[src/design/bpc_ram.sv]
`default_nettype none
module bpc_ram #(
	parameter int WIDTH = 32,
	parameter int DEPTH = 64
) (
	input  wire logic                     clk,
	input  wire logic                     we,
	input  wire logic [$clog2(DEPTH)-1:0] waddr,
	input  wire logic [WIDTH-1:0]         wdata,
	input  wire logic [$clog2(DEPTH)-1:0] raddr,
	output logic      [WIDTH-1:0]         rdata
);
	logic [WIDTH-1:0] mem_q [DEPTH];

	always_ff @(posedge clk) begin
		if (we) begin
			mem_q[waddr] <= wdata;
		end
		rdata <= mem_q[raddr];
	end
endmodule
`default_nettype wire

[config.mk]
export PLATFORM = sky130hd
export DESIGN_NAME = bpc_ram
export DESIGN_NICKNAME = d
export VERILOG_FILES = /design/src/design/bpc_ram.sv
export SDC_FILE = /design/constraint.sdc
export NUM_CORES = 2
export LEC_CHECK = 0
export ABC_AREA = 1
export ABC_CLOCK_PERIOD_IN_PS = 5800
export BUFFER_PORTS_ARGS = -buffer_cell sky130_fd_sc_hd__buf_2
export CORE_UTILIZATION = 35
export DETAILED_ROUTE_END_ITERATION = 7
export PLACE_DENSITY_LB_ADDON = 0.15
export SETUP_SLACK_MARGIN = 0.2
export SKIP_LAST_GASP = 1
export SLEW_MARGIN = 20
export SYNTH_ARGS = -nofsm -noshare
export SYNTH_HDL_FRONTEND = slang
export SYNTH_SLANG_ARGS = --single-unit
export TNS_END_PERCENT = 5
[constraint.sdc]
create_clock -name clk -period 5.8 [get_ports clk]
set_input_delay 0.29 -clock clk [delete_from_list [all_inputs] [get_ports clk]]
set_output_delay 0.29 -clock clk [all_outputs]
set_load 0.01 [all_outputs]
==> run_results.csv <==
group,metric,value,unit
logic_synthesis,synth_cell_type_count,16,
sta,worst_slack,3.10,ns
setup_path,critPathKind,"in2reg",
job,maxCapViolations,0,
floorplanning,ios,78,
floorplanning,dieArea,238000,µm²
setup_path,max_stage_delay,1.11,ns
placement,hpwl,129000,µm
finish,nNetsFinal,6823,
drt,drc,0,
sta,drv_slew,0,
hold_path,hold_path_class,"in2reg",
setup_path,r2r_end,"rdata[3]$_DFF_P_",
grt,grt_pass1_vias,51200,
status,outcome,"finished clean",
setup_path,critPathTopFamily,"simple AND/OR/NAND/NOR gates",
sta,setup_viol,0,
grt,overflow,0,
clocking,htree_num_levels,4,
sta,worst_slew_pin_slew,1.24,ns
power_and_ir_drop,leakagePower,32.4,nW
clocking,cts_hold_buffers,2,
logic_synthesis,synth-seq-area-share,75.1,%
grt,grtUsageTotal,20.8,%
logic_synthesis,ys_ff_latch,2080,
floorplanning,die_h,488,µm
setup_path,cp-startpoint,"waddr[1]",
floorplanning,initial_core_util,35.2,%
setup_path,rr_startpoint,"mem_q[1][3]$_DFFE_PP_",
finish,syn2layout_area_growth,13.2,%
setup_path,endpoint,"mem_q[13][18]$_DFFE_PP_",
setup_path,r2r_setup_slack,4.18,ns
clocking,post-cts-setup-buffer-count,0,
clocking,ctsResizeCount,0,
setup_path,critPathCaptureType,"register",
setup_path,worstPathArrival,3.21,ns
sta,finClkSkew,0.0172,ns
power_and_ir_drop,ir_drop,0.327,mV
setup_path,cp_num_buf_inv,3,
logic_synthesis,synthesis.area,82700,µm²
setup_path,critPathRequiredTime,6.31,ns
setup_path,slowest_stage,"nor2_4",
setup_path,cp_max_fo,18,
placement,place.gp.congestion,0.765,
setup_path,crit_chain,"buf_2 -> inv_1 -> nand4_1 -> nor2_4 -> buf_4",
floorplanning,num_rows,178,
sta,relSlewSlack,17.5,%
sta,hold_violations,0,
finish,layout_common_cells,"2248 x nand2_1, 2048 x edfxtp_1, 1907 x nand3_1",
setup_path,crit_path_start_kind,"primary input",
placement,dp_slack,2.26,ns
power_and_ir_drop,power_density,342,nW/µm²
sta,layout_worst_path_cycle_share,46.5,%
drt,dr.first_iter.drc_count,4725,
clocking,numCtsBuffers,221,
clocking,cts_root_buffer,"clkbuf_16",
sta,fin_crit,2.70,ns
setup_path,reg2reg_depth,8,
drt,first_pass_iters,6,
hold_path,hold-path-cell-count,5,
grt,grt_max_degree,204,
grt,antenna_found_initial,10,
clocking,clockBufferDepth,3,
sta,rsz0062_at_grt,"false",
finish,drive_gt1_share,8.37,%
floorplanning,die_width,488,µm
placement,io_buffers,77,
drt,vias_per_cell,5.20,
clocking,numClockSinks,2080,
sta,setup_tns,0,ns
logic_synthesis,syn_nets,6815,
sta,timing.fmax,371,MHz
clocking,clkLatencyLatePin,0.84,ns
logic_synthesis,avgSynthCellArea,12.2,µm²
setup_path,worstSetupPathDepth,5,
grt,grt_pass1_wl,364000,µm
drt,routedWlPerCell,24.6,µm
drt,vias,52600,
drt,wl,249000,µm
logic_synthesis,postSynthCellCount,6769,
finish,final_common_cell,"nand2_1",
logic_synthesis,ys_warn_count,0,
clocking,clk_pin_slew,0.06,ns
clocking,cts_tree,"built",
drt,ant_nets,0,
floorplanning,core,235000,µm²
cells in the mapped netlist:
library cell  count  share of area, %
nand4_1           9             0.068
buf_4            45              0.41
buf_2           282               1.7
buf_1            40              0.18
buf_6             3             0.041
clkbuf_1         77              0.35
dfxtp_1          32              0.77
nor2_1           56              0.25
nand2_1        2248                10
nor4_1            8             0.060
edfxtp_1       2048                74
nand3_1        1907                12
buf_8             2             0.036
inv_1             9             0.041
inv_4             1            0.0076
inv_2             2            0.0091
cell families after synthesis:
logic type / share of synthesized area [%]
and+or+nand+nor: 22.1
DFF: 75.1
buffers and inverters: 2.78
registers in the layout (all words and copies together) (netlist names):
name and cells:
rdata 32, mem_q 2048
how the worst min path moves through the flow:
stage | start | endpoint | slack, ns
final | raddr[3] | rdata[20]$_DFF_P_ | 0.07
after detailed placement | rdata[24]$_DFF_P_ | rdata[24] | 0.69
after CTS | raddr[3] | rdata[20]$_DFF_P_ | 0.005
after global routing | raddr[3] | rdata[20]$_DFF_P_ | 0.05
after global placement | rdata[24]$_DFF_P_ | rdata[24] | 0.68
after floorplan | wdata[0] | mem_q[0][0]$_DFFE_PP_ | 0.39
per-layer routing:
layer  vias up  track usage (%)  wire [µm]
met4         0             5.78       6470
met5         -                0          0
met1     26700             29.3     114000
met2      1425             33.6     118000
li1      24200                -          -
met3       347             2.63      11400
power by group:
| group | total, mW | switching (mW) | internal, mW |
|---|---|---|---|
| registers | 16.7 | 0.0731 | 16.6 |
| logic | 1.90 | 1.46 | 0.448 |
| clock network | 13.4 | 5.83 | 7.56 |
stage by stage:
stage               total power [mW]  cells  cell area (µm²)  util [%]  hold slack [ns]
floorplan                       18.0   6769            82700         -            0.389
detailed placement              19.0   9700            86800      36.9            0.688
global placement                19.0   9700            86800      36.9            0.685
CTS                             32.3  10100            93600      39.8          0.00463
finish                          32.0  10100            93600      39.8           0.0720
global route                    33.0  10100            93600      39.8           0.0496
final cells by class:
| cell class | instances | area (µm²) |
|---|---|---|
| Clock buffer | 316 | 6130 |
| Timing Repair Buffer | 234 | 1950 |
| Fill cell | 22500 | 142000 |
| Tap cell | 3150 | 3940 |
| Clock inverter | 98 | 626 |
| Multi-Input combinational cell | 4228 | 18800 |
| Antenna cell | 7 | 17.5 |
| Inverter | 12 | 83.8 |
| Sequential cell | 2080 | 62100 |
worst reg2reg max path, delay by kind of cell, from the launching register on:
family / cells / cell delay (ns)
DFF: 1 / 0.38
and+or+nand+nor: 8 / 1.12
Power figures use the tool's default switching activity.
