===== src/design/bpc_pkg.sv =====
`default_nettype none
package bpc_pkg;
	localparam int NUM_FEATURES = 64;
	localparam int CELL_COUNT   = 16;
	localparam int CLASS_COUNT  = 8;
	localparam int MAX_EMIT     = 8;

	localparam int FEAT_W = $clog2(NUM_FEATURES);
	localparam int CELL_W = $clog2(CELL_COUNT);
	localparam int CLS_W  = $clog2(CLASS_COUNT);
	localparam int CELL_AW = FEAT_W + CELL_W + CLS_W;
	localparam int FC_AW   = FEAT_W + CLS_W;
	localparam int RNG_W   = 95;
	localparam int ACC_W   = 48;
	localparam int EMIT_CAP = (CLASS_COUNT < MAX_EMIT) ? CLASS_COUNT : MAX_EMIT;

	localparam logic [31:0] ONE_Q16 = 32'h0001_0000;
	localparam logic [31:0] S32_MAX = 32'h7FFF_FFFF;
	localparam logic [31:0] S32_MIN = 32'h8000_0000;

	typedef enum logic [2:0] {
		FN_CELL     = 3'd0,
		FN_FALLBACK = 3'd1,
		FN_WEIGHT   = 3'd2,
		FN_BIAS     = 3'd3,
		FN_RANGE    = 3'd4,
		FN_SAMPLE   = 3'd5
	} func_t;

	typedef enum logic {
		REG_CELLS   = 1'b0,
		REG_CLASSES = 1'b1
	} reg_idx_t;

	typedef struct packed {
		logic        start;
		logic [31:0] dividend;
		logic [30:0] divisor;
	} div_req_t;

	typedef struct packed {
		logic        done;
		logic [31:0] quotient;
	} div_rsp_t;
endpackage
`default_nettype wire


===== src/design/bpc_div.sv =====
`default_nettype none
module bpc_div (
	input  wire logic             clk,
	input  wire logic             arst_n,
	input  wire bpc_pkg::div_req_t req,
	output bpc_pkg::div_rsp_t      rsp
);
	logic [31:0] quo_q;
	logic [30:0] rem_q;
	logic [30:0] dvs_q;
	logic [5:0]  cnt_q;
	logic        run_q;
	logic        done_q;
	logic [31:0] trial;
	logic        ge;
	logic [31:0] diff;

	assign trial = {rem_q, quo_q[31]};
	assign ge    = trial >= {1'b0, dvs_q};
	assign diff  = trial - {1'b0, dvs_q};

	always_ff @(posedge clk or negedge arst_n) begin
		if (!arst_n) begin
			run_q  <= 1'b0;
			done_q <= 1'b0;
			cnt_q  <= '0;
		end else begin
			done_q <= 1'b0;
			if (req.start) begin
				run_q <= 1'b1;
				cnt_q <= '0;
			end else if (run_q) begin
				cnt_q <= cnt_q + 6'd1;
				if (cnt_q == 6'd31) begin
					run_q  <= 1'b0;
					done_q <= 1'b1;
				end
			end
		end
	end

	always_ff @(posedge clk) begin
		if (req.start) begin
			quo_q <= req.dividend;
			rem_q <= '0;
			dvs_q <= req.divisor;
		end else if (run_q) begin
			rem_q <= ge ? diff[30:0] : trial[30:0];
			quo_q <= {quo_q[30:0], ge};
		end
	end

	assign rsp.done     = done_q;
	assign rsp.quotient = quo_q;
endmodule
`default_nettype wire


===== config.mk =====
export PLATFORM = sky130hd
export DESIGN_NAME = bpc_div
export DESIGN_NICKNAME = d
export VERILOG_FILES = /design/src/design/bpc_pkg.sv /design/src/design/bpc_div.sv
export SDC_FILE = /design/constraint.sdc
export NUM_CORES = 1
export LEC_CHECK = 0
export ABC_AREA = 1
export BUFFER_PORTS_ARGS = -buffer_cell sky130_fd_sc_hd__clkbuf_2
export CAP_MARGIN = 20
export CORE_MARGIN = 2
export CORE_UTILIZATION = 53
export CTS_CLUSTER_DIAMETER = 40
export DETAILED_ROUTE_END_ITERATION = 12
export PLACE_DENSITY = 0.78
export SYNTH_ARGS = -nofsm -noshare
export SYNTH_HDL_FRONTEND = slang
export SYNTH_SLANG_ARGS = --single-unit

===== constraint.sdc =====
create_clock -name clk -period 1.92 [get_ports clk]
set_input_delay 0 -clock clk [delete_from_list [all_inputs] [get_ports clk]]
set_output_delay 0 -clock clk [all_outputs]
set_load 0.05 [all_outputs]

==> results of run 1 <==
## registers in the layout (all words and copies together) (netlist names)
| register | cells |
|---|---|
| quo_q | 32 |
| dvs_q | 31 |
| rem_q | 31 |
| cnt_q | 6 |
| done_q | 1 |
| run_q | 1 |
## layout make-up
type	count	area share (%)
clock buffers	9	2.43
flip-flops and latches	102	29.3
well taps	172	2.32
multi-input cells	671	37.0
clock inverters	7	1.08
repair buffers	246	20.4
inverters	183	7.41
## final timing paths
kind,endpoint
setup / recovery,rem_q[10]
hold / removal,cnt_q[4]
setup reg to reg,rem_q[10]
hold reg to reg,rem_q[15]
max in group asynchronous,cnt_q[1]
min in group clk,rem_q[2]
## Yosys cell counts, types with 8 or more instances
master / number
a21oi_1: 14
nand4_1: 8
nand3_1: 66
dfrtp_1: 8
dfxtp_1: 31
nand3b_1: 16
xnor2_1: 13
nand2_1: 413
clkbuf_1: 12
ha_1: 32
o21ai_1: 12
edfxtp_1: 63
nor2_1: 48
nand3_2: 11
inv_1: 174
## repair_timing
item                                    4_1_cts  5_1_grt
buffers inserted                              1        1
gates cloned                                  0        4
hold buffers                                 64        0
endpoints found under the setup margin       32       32
gates resized for setup                       1       29
endpoints found under the hold margin        71        0
pin swaps                                     0        3
## cell families after synthesis
family                     after synthesis  share of synthesized area (%)
AOI/OAI and AO/OA                       36                           3.05
adders and majority gates               33                           6.13
xor gates and xnor gates                15                           1.92
buffers and inverters                  207                           12.3
DFF                                    102                           39.5
and+or+nand+nor                        587                           37.0
## metrics by stage
| step | cell area, um^2 | setup TNS, ns |
|---|---|---|
| detailed placement | 8080 | -4.19 |
| global route | 9270 | -11.39 |
| finish | 9270 | -8.31 |
| CTS | 9060 | -4.37 |
| floorplan | 6890 | -11.88 |
| global placement | 8080 | -1.48 |
## where the power goes
part | total (uW) | leakage, uW | switching, uW | internal (uW)
Combinational | 7580 | 0.00390 | 4330 | 3250
Sequential | 3040 | 0.00102 | 262 | 2780
Clock | 1970 | 0.000158 | 911 | 1060
Total | 12600 | 0.00508 | 5500 | 7080
## routing by layer
| layer | share of wire, % | routed length (um) | up-vias | GRT usage, % |
|---|---|---|---|---|
| li1 | - | - | 3476 | - |
| met1 | 41 | 7950 | 3209 | 32.3 |
| met2 | 51 | 9850 | 232 | 48.6 |
| met3 | 5.7 | 1100 | 47 | 5.47 |
| met4 | 2.5 | 493 | 0 | 9.94 |
| met5 | 0 | 0 | - | 0 |
==> results.tsv, run 1 <==
metric	value	unit
Top delay family on crit path	simple AND/OR/NAND/NOR gates	
global route overflow	0	
vias in the first global route	6555	
row count	41	
H-tree Lvls	3	
Fmax	451	MHz
clock sinks	102	
CTS max path bufs	2	
slew at the pin with the worst max-slew slack	0.470	ns
DR WL/cell	13.9	um
CP Cell Sequence	ha_2 > fa_2 > inv_2 > nand2_1 > nand2_1 > nand3_2 > nand2_2 > nand2_2 > nand3_2 > nand2_4 > nand2_8 > clkbuf_16 > nand2_2 > nand3_1 > o21ai_1	
main area contributors after synthesis	edfxtp_1 28%, nand2_1 23%, inv_1 9.5%	
Crit. path cell count	15	
CP arrival	2.48	ns
port bufs	98	
CTS Root Cell	clkbuf_16	
Pleak	0.00508	uW
violated checks	negative setup slack	
Slew Limit Fails	0	
Slew headroom	68.6	%
Worst Hold Slack	0.0106	ns
post-DP HPWL	12.8	mm
sequential area share after synthesis	39.5	%
sequential cell area	2710	um^2
power per cell area	1360	nW/um^2
Synth top area share	27.6	%
fin worst setup slack	-0.299	ns
worst min path class	input pin to async pin	
core area	12600	um^2
slowest library cell on the worst path	edfxtp_1	
CTS tree	yes	
# Max-Cap Violations	0	
largest net degree at the start of global routing	39	
Net Count, Synth	1079	
Antenna Nets Post-Route	0	
first-pass GRT wire length	30.4	mm
io pins	99	
slowest stage delay, CP	0.41	ns
clk_skew	0.00893	ns
Core Util, Final	73.4	%
maximum vdd drop	0.795	mV
RSZ-0062 raised after global routing	true	
area grow syn2layout	35.1	%
Yosys warnings	0	
synthesized area	6860	um^2
Inst Count DP	1304	
crit path kind	flop to flop	
drt drc	0	
Final Total Pwr	12600	uW
Die ar.	13900	um^2
routed wire length	19.4	mm
commonest non-fill, non-tap cell in the layout	nand2_1	
Critical Path Source	dvs_q[0]	
CP endpoint kind	flop	
Avg Vias per Cell	5.01	
fill count	941	
outcome	finished, violations left	
minimum clock period	2.22	ns
area leader, netlist	edfxtp_1	
drt pass-1 iters	5	
final cell count without fillers	1390	
Clock transition at path regs	0.08	ns
final setup fails	32	
CP Buf/Inv Count	2	
Worst R2R Setup Slack	-0.30	ns
CP Launch Type	flop	
Multi-input gate area	3430	um^2
post-synthesis async set-or-reset flop share	7.84	%
CTS Buf Count	9	
via count	6964	
Avg Synthesized Cell Area	7.00	um^2
crit-path most repeated cell	nand2_2	
Starting Density	54.4	%
number of synthesized flops with an enable pin	63	
Die H	118	um
NumNets Final	1312	
GPL Wtd Cong	1.02	
final hold viol count	0	
worst skew pair latency	0.37	ns
R2R cell count	15	
commonest non-fill, non-tap cells in the layout	392 x nand2_1, 172 x inv_1, 98 x clkbuf_2, 75 x buf_4, 64 x dlygate4sd3_1	
initial antenna violation count	0	
main flop type after synthesis	edfxtp_1	
Place WS	-0.159	ns
Req. time, crit path	2.18	ns
post-synthesis cell type count	40	
Iter 0 DRT Violations	486	
crit-path max FO	8	
post-synthesis register bit count	102	
Tot GR Track Use	27.2	%
Syn Inst Count	980	
Chip Width	118	um
share of layout cells above drive strength 1	22.0	%
RR Startpoint	dvs_q[0]	
diode count	0	
Tcrit/Tclk final	116	%
(Power assumes the default switching activity.)
==> inputs of run 2 (changes only) <==
--- a/config.mk
+++ b/config.mk
@@ -9,10 +9,10 @@
 export BUFFER_PORTS_ARGS = -buffer_cell sky130_fd_sc_hd__clkbuf_2
 export CAP_MARGIN = 20
 export CORE_MARGIN = 2
-export CORE_UTILIZATION = 53
+export CORE_UTILIZATION = 25
 export CTS_CLUSTER_DIAMETER = 40
 export DETAILED_ROUTE_END_ITERATION = 12
-export PLACE_DENSITY = 0.78
+export PLACE_DENSITY = 0.53
 export SYNTH_ARGS = -nofsm -noshare
 export SYNTH_HDL_FRONTEND = slang
 export SYNTH_SLANG_ARGS = --single-unit
==> run 2 against run 1 <==
  * The run still ends with negative setup slack left
  * Flip-flop and latch count unchanged
  * Hold slack better by 0.017 ns
  * Critical endpoint is now rem_q[8]
  * Non-clock buffer count is 25 higher
==> results.tsv, run 2 (same netlist as run 1, synthesis figures left out) <==
metric	value	unit	change
Antenna Nets Post-Route	0		unchanged
Die ar.	28800	um^2	+110%
via count	6646		-4.6%
crit path kind	flop to flop		
post-route cell area	9680	um^2	+4.5%
CTS max path bufs	2		unchanged
Top delay family on crit path	simple AND/OR/NAND/NOR gates		
CTS Root Cell	clkbuf_16		
Chip Width	170	um	+44%
Req. time, crit path	2.17	ns	about the same
vias in the first global route	6571		+0.24%
io pins	99		unchanged
max FFs per register	32		unchanged
fin worst setup slack	-0.251	ns	+0.0480 ns
CP endpoint kind	flop		
Tot GR Track Use	13.5	%	-14 points
DR WL/cell	12.3	um	-12%
GPL Wtd Cong	0.885		-13%
most flop-heavy register	quo_q		
met3 wire length	667	um	-40%
slowest stage delay, CP	0.36	ns	-0.05 ns
maximum vdd drop	0.494	mV	-38%
drt pass-1 iters	5		unchanged
worst skew pair latency	0.37	ns	about the same
CTS Buf Count	9		unchanged
CP Cell Sequence	inv_2 > ha_2 > fa_2 > inv_2 > nand2_2 > nand2_2 > nand3_2 > nand2_2 > nand2_2 > nand3_2 > nand2_4 > nand2_8 > clkbuf_16 > nand2_1 > nand3_1 > o21ai_1		
CP Launch Type	flop		
minimum clock period	2.17	ns	-0.0480 ns
Slew headroom	67.9	%	-0.69 points
Clock transition at path regs	0.08	ns	about the same
NumNets Final	1337		+1.9%
commonest non-fill, non-tap cell in the layout	nand2_1		
Fmax	461	MHz	+2.2%
area grow syn2layout	41.2	%	
diode count	0		unchanged
final hold viol count	0		unchanged
Pleak	0.00519	uW	+2.2%
row count	60		+46%
RSZ-0062 raised after global routing	true		
Slew Limit Fails	0		unchanged
Largest regs	quo_q: 32 flops, dvs_q: 31 flops, rem_q: 31 flops		
met1 WL	9.38	mm	+18%
power per cell area	1310	nW/um^2	-3.3%
Worst Hold Slack	0.0272	ns	+0.0166 ns
Starting Density	25.5	%	-29 points
first-pass GRT wire length	31.5	mm	+3.5%
crit-path most repeated cell	nand2_2		
routed wire length	19.5	mm	+0.68%
clk_skew	0.0142	ns	+0.00530 ns
drt drc	0		unchanged
CTS tree	yes		
commonest non-fill, non-tap cells in the layout	403 x nand2_1, 172 x inv_1, 97 x clkbuf_2, 97 x buf_4, 64 x dlygate4sd3_1		
Die H	170	um	+44%
worst min path class	input pin to async pin		
outcome	finished, violations left		
initial antenna violation count	1		+1
top sig layer	met4		
final setup fails	32		unchanged
share of layout cells above drive strength 1	22.6	%	+0.60 points
core area	27000	um^2	+110%
Area after DPL	8500	um^2	+5.2%
CP Buf/Inv Count	3		+1
violated checks	negative setup slack		
Routed met2 length	9.19	mm	-6.6%
crit-path max FO	8		unchanged
largest net degree at the start of global routing	48		+23%
CP arrival	2.42	ns	-0.06 ns
# Max-Cap Violations	0		unchanged
H-tree Lvls	3		unchanged
Place WS	-0.169	ns	-0.00993 ns
slew at the pin with the worst max-slew slack	0.481	ns	+0.0114 ns
slowest library cell on the worst path	edfxtp_1		
global route overflow	0		unchanged
port bufs	98		unchanged
clock sinks	102		unchanged
Iter 0 DRT Violations	327		-33%
Tcrit/Tclk final	113	%	-2.5 points
Avg Vias per Cell	4.20		-16%
post-DP HPWL	14.3	mm	+12%
run 2: worst paths after layout:
path	from	slack, ns	cells past startpoint	end
setup / recovery	quo_q[31]	-0.25	16	rem_q[8]
hold / removal	arst_n	0.03	2	run_q
setup reg to reg	quo_q[31]	-0.25	16	rem_q[8]
hold reg to reg	rem_q[19]	0.47	2	rem_q[19]
max in group asynchronous	arst_n	1.72	2	cnt_q[0]
min in group clk	req[63]	0.13	1	dvs_q[27]
run 2: metal layers:
| layer | vias to the layer above | GRT usage [%] |
|---|---|---|
| met5 | - | 0 |
| met1 | 2997 | 17.4 |
| met2 | 99 | 23.1 |
| met4 | 0 | 3.79 |
| li1 | 3531 | - |
| met3 | 19 | 2.52 |
run 2: final cells by class:
class,count,area [um^2]
clock inverters,7,92.6
clock buffers,9,225
multi-input cells,671,3420
repair buffers,271,2120
fillers,2842,17300
flip-flops and latches,102,2710
inverters,183,687
well taps,341,427
run 2: repair_timing:
item | in CTS | in global routing
gates resized for setup | 6 | 10
pin swaps | 1 | 8
setup endpoints to repair | 32 | 32
hold buffers | 64 | 0
cloned | 0 | 4
hold endpoints to repair | 71 | 0
buffers inserted | 1 | 4
run 2: stage by stage:
stage	std cells	TNS, ns	power, uW	utilization, %
2_1_floorplan	980	-11.88	7610	-
3_3_place_gp	1495	-3.12	10200	31.5
3_5_place_dp	1495	-4.66	10300	31.5
4_1_cts	1576	-4.85	12400	35.3
5_1_grt	1584	-11.51	13800	35.9
6_report	1584	-7.11	12700	35.9
run 2: power by group:
| part | switching (uW) | internal [uW] |
|---|---|---|
| logic | 4210 | 3590 |
| registers | 241 | 2770 |
| clock network | 965 | 936 |
| total | 5410 | 7300 |
==> inputs of run 3 (changes only) <==
--- a/config.mk
+++ b/config.mk
@@ -5,7 +5,6 @@
 export SDC_FILE = /design/constraint.sdc
 export NUM_CORES = 1
 export LEC_CHECK = 0
-export ABC_AREA = 1
 export BUFFER_PORTS_ARGS = -buffer_cell sky130_fd_sc_hd__clkbuf_2
 export CAP_MARGIN = 20
 export CORE_MARGIN = 2
==> run 3 against run 2 <==
  * The run still ends with negative setup slack left
  * Die area decreased by 14%
  * Cell count is 24% lower
  * Clock skew is 0.0017 ns higher
  * Global-route usage grew 0.67 points
  * Critical endpoint is now rem_q[24]
==> results.tsv, run 3 <==
metric	value	unit	change
outcome	finished, violations left		
violated checks	negative setup slack		
post-route cell area	9370	um^2	-3.2%
net load switching power	4690	uW	-13%
post-synthesis cell type count	63		+57%
switching share of power	38.1	%	-4.5 points
sequential power share	24.9	%	+1.2 points
CP Buf/Inv Count	3		unchanged
drt drc	0		unchanged
Synth top area share	32.3	%	+4.7 points
clock sinks	102		unchanged
Req. time, crit path	2.19	ns	+0.02 ns
initial antenna violation count	0		-1
routed wire length	17.1	mm	-12%
Net Count, Synth	681		-37%
Die ar.	24700	um^2	-14%
most flop-heavy register	quo_q		
Worst Hold Slack	0.0141	ns	-0.0130 ns
Avg Vias per Cell	4.51		+7.4%
largest net degree at the start of global routing	43		-10%
area grow syn2layout	60.0	%	
worst skew pair latency	0.37	ns	about the same
CP endpoint kind	flop		
slew at the pin with the worst max-slew slack	0.386	ns	-0.0953 ns
CTS tree	yes		
diode count	0		unchanged
main flop type after synthesis	edfxtp_1		
fin worst setup slack	-0.555	ns	-0.304 ns
NumNets Final	983		-26%
Starting Density	25.2	%	-0.28 points
main area contributors after synthesis	edfxtp_1 32%, dfxtp_1 11%, ha_1 6.8%		
CTS Buf Count	9		unchanged
Critical Path Source	quo_q[31]		
RSZ-0062 raised after global routing	true		
Slew headroom	74.3	%	+6.4 points
DR WL/cell	14.2	um	+15%
Slew Limit Fails	0		unchanged
Yosys warnings	0		unchanged
number of synthesized flops with an enable pin	63		unchanged
Chip Width	157	um	-7.4%
crit path kind	flop to flop		
worst min path class	input pin to async pin		
Core Util, Final	40.3	%	+4.3 points
core area	23300	um^2	-14%
Tcrit/Tclk final	129	%	+16 points
RR Endpoint	rem_q[24]		
maximum vdd drop	0.586	mV	+19%
CP arrival	2.75	ns	+0.33 ns
post-synthesis async set-or-reset flop share	7.84	%	unchanged
Avg Synthesized Cell Area	10.1	um^2	+44%
via count	5445		-18%
RR Startpoint	quo_q[31]		
Internal Pwr Total	7640	uW	+4.7%
Logic pwr share	59.1	%	-2.2 points
Iter 0 DRT Violations	351		+7.3%
Top delay family on crit path	compound AO/OA/AOI/OAI gates		
port bufs	98		unchanged
row count	56		-6.7%
CP Launch Type	flop		
Fmax	404	MHz	-12%
post-DP HPWL	12.0	mm	-16%
slowest library cell on the worst path	fa_2		
Tot GR Track Use	14.2	%	+0.67 points
io pins	99		unchanged
post-synthesis register bit count	102		unchanged
minimum clock period	2.48	ns	+0.304 ns
Die H	157	um	-7.4%
crit-path max FO	7		-1
synthesized area	5860	um^2	-15%
CP Cell Sequence	inv_1 > ha_2 > fa_2 > nand2b_4 > a21oi_4 > o21ai_4 > nand3_2 > a211oi_4 > buf_6 > buf_16 > a211o_1 > a311oi_2		
final hold viol count	0		unchanged
clk_skew	0.0159	ns	+0.00166 ns
commonest non-fill, non-tap cell in the layout	buf_4		
drt pass-1 iters	4		-1
Inst Count DP	1111		-26%
global route overflow	0		unchanged
ranking of synthesized cells by instance count	63 x edfxtp_1, 55 x nor2_1, 50 x nand2_1, 48 x a21oi_1, 41 x inv_1		
Area after DPL	7740	um^2	-9.0%
Pleak	0.00416	uW	-20%
final cell count without fillers	1208		-24%
Clock transition at path regs	0.08	ns	about the same
share of layout cells above drive strength 1	43.4	%	+21 points
first-pass GRT wire length	27.6	mm	-12%
GPL Wtd Cong	0.872		-1.5%
area leader, netlist	edfxtp_1		
sequential area share after synthesis	46.3	%	+6.8 points
CTS max path bufs	2		unchanged
# Max-Cap Violations	0		unchanged
Largest regs	quo_q: 32 flops, dvs_q: 31 flops, rem_q: 31 flops		
Syn Inst Count	582		-41%
slowest stage delay, CP	0.36	ns	about the same
max FFs per register	32		unchanged
final setup fails	32		unchanged
vias in the first global route	5654		-14%
Worst R2R Setup Slack	-0.56	ns	-0.30 ns
Setup Total Neg Slack	-14.86	ns	-7.75 ns
power per cell area	1320	nW/um^2	+0.29%
cell with the most instances after synthesis	edfxtp_1		
R2R cell count	12		-4
Antenna Nets Post-Route	0		unchanged
H-tree Lvls	3		unchanged
commonest non-fill, non-tap cells in the layout	128 x buf_4, 97 x clkbuf_2, 64 x dlygate4sd3_1, 63 x edfxtp_1		
CTS Root Cell	clkbuf_16		
Clk pwr share	16.0	%	+1.0 points
==> run 3: changes by cell type after synthesis, sizes merged, moves of 16 or more <==
cell / previous run / this run
nand3b: 16 / 0
a21oi: 17 / 48
nand3: 77 / 9
nand2: 421 / 51
inv: 178 / 41
a21o: 0 / 16
mux2: 0 / 31
==> run 3: through the flow <==
step	total power, uW	setup slack, ns
floorplan	6300	-0.666
global placement	8550	-0.735
detailed placement	8570	-0.712
CTS	11600	-0.510
global route	13100	-0.662
finish	12300	-0.555
==> run 3: layout make-up <==
class / count / area [um^2]
clock inverters: 6 / 76.3
flip-flops and latches: 102 / 2710
inverters: 41 / 154
clock buffers: 10 / 229
well taps: 319 / 399
fillers: 2314 / 13900
repair buffers: 315 / 2460
multi-input cells: 415 / 3340
==> run 3: cell families after synthesis <==
group | count (synthesis) | share of synthesized area, %
fa+ha+maj | 33 | 7.18
xor+xnor | 25 | 3.74
simple gates | 160 | 12.6
flops | 102 | 46.3
buf+inv | 65 | 4.68
compound gates | 154 | 17.5
mux | 43 | 8.01
==> run 3: worst register-to-register path: stages, from the launching register on <==
cell and delay, ns:
edfxtp_1 0.35, inv_1 0.05, ha_2 0.19, fa_2 0.36, nand2b_4 0.16, a21oi_4 0.20
o21ai_4 0.08, nand3_2 0.10, a211oi_4 0.09, buf_6 0.15, buf_16 0.14, a211o_1 0.28
a311oi_2 0.25
==> run 3: what timing repair did <==
item                                   4_1_cts  5_1_grt
endpoints found under the hold margin       71        0
gates resized for setup                     60       70
hold buffers                                64        0
setup endpoints to repair                   32       32
cloned                                       2        0
pin swaps                                   44       43
setup buffers                                5       14
==> run 3: power groups by stage <==
stage	sequential, uW	clock (uW)	combinational (uW)
5_1_grt	3120	2090	7890
2_1_floorplan	3320	0	2970
3_3_place_gp	3030	0	5520
4_1_cts	3050	2030	6490
6_report	3070	1970	7300
3_5_place_dp	3040	0	5530
==> run 3: worst max path at each step <==
stage | endpoint | slack, ns | cells past startpoint
6_report | rem_q[24] | -0.56 | 12
5_1_grt | rem_q[21] | -0.66 | 12
4_1_cts | rem_q[25] | -0.51 | 11
3_5_place_dp | rem_q[24] | -0.71 | 10
3_3_place_gp | rem_q[24] | -0.74 | 10
2_1_floorplan | rem_q[22] | -0.67 | 11
==> run 3: routing by layer <==
layer | share of wire [%] | vias up | GRT usage, %
met1 | 45 | 2577 | 17.5
met5 | 0 | - | 0
li1 | - | 2723 | -
met2 | 49 | 128 | 24.8
met4 | 1.3 | 0 | 3.46
met3 | 5.1 | 17 | 3.55
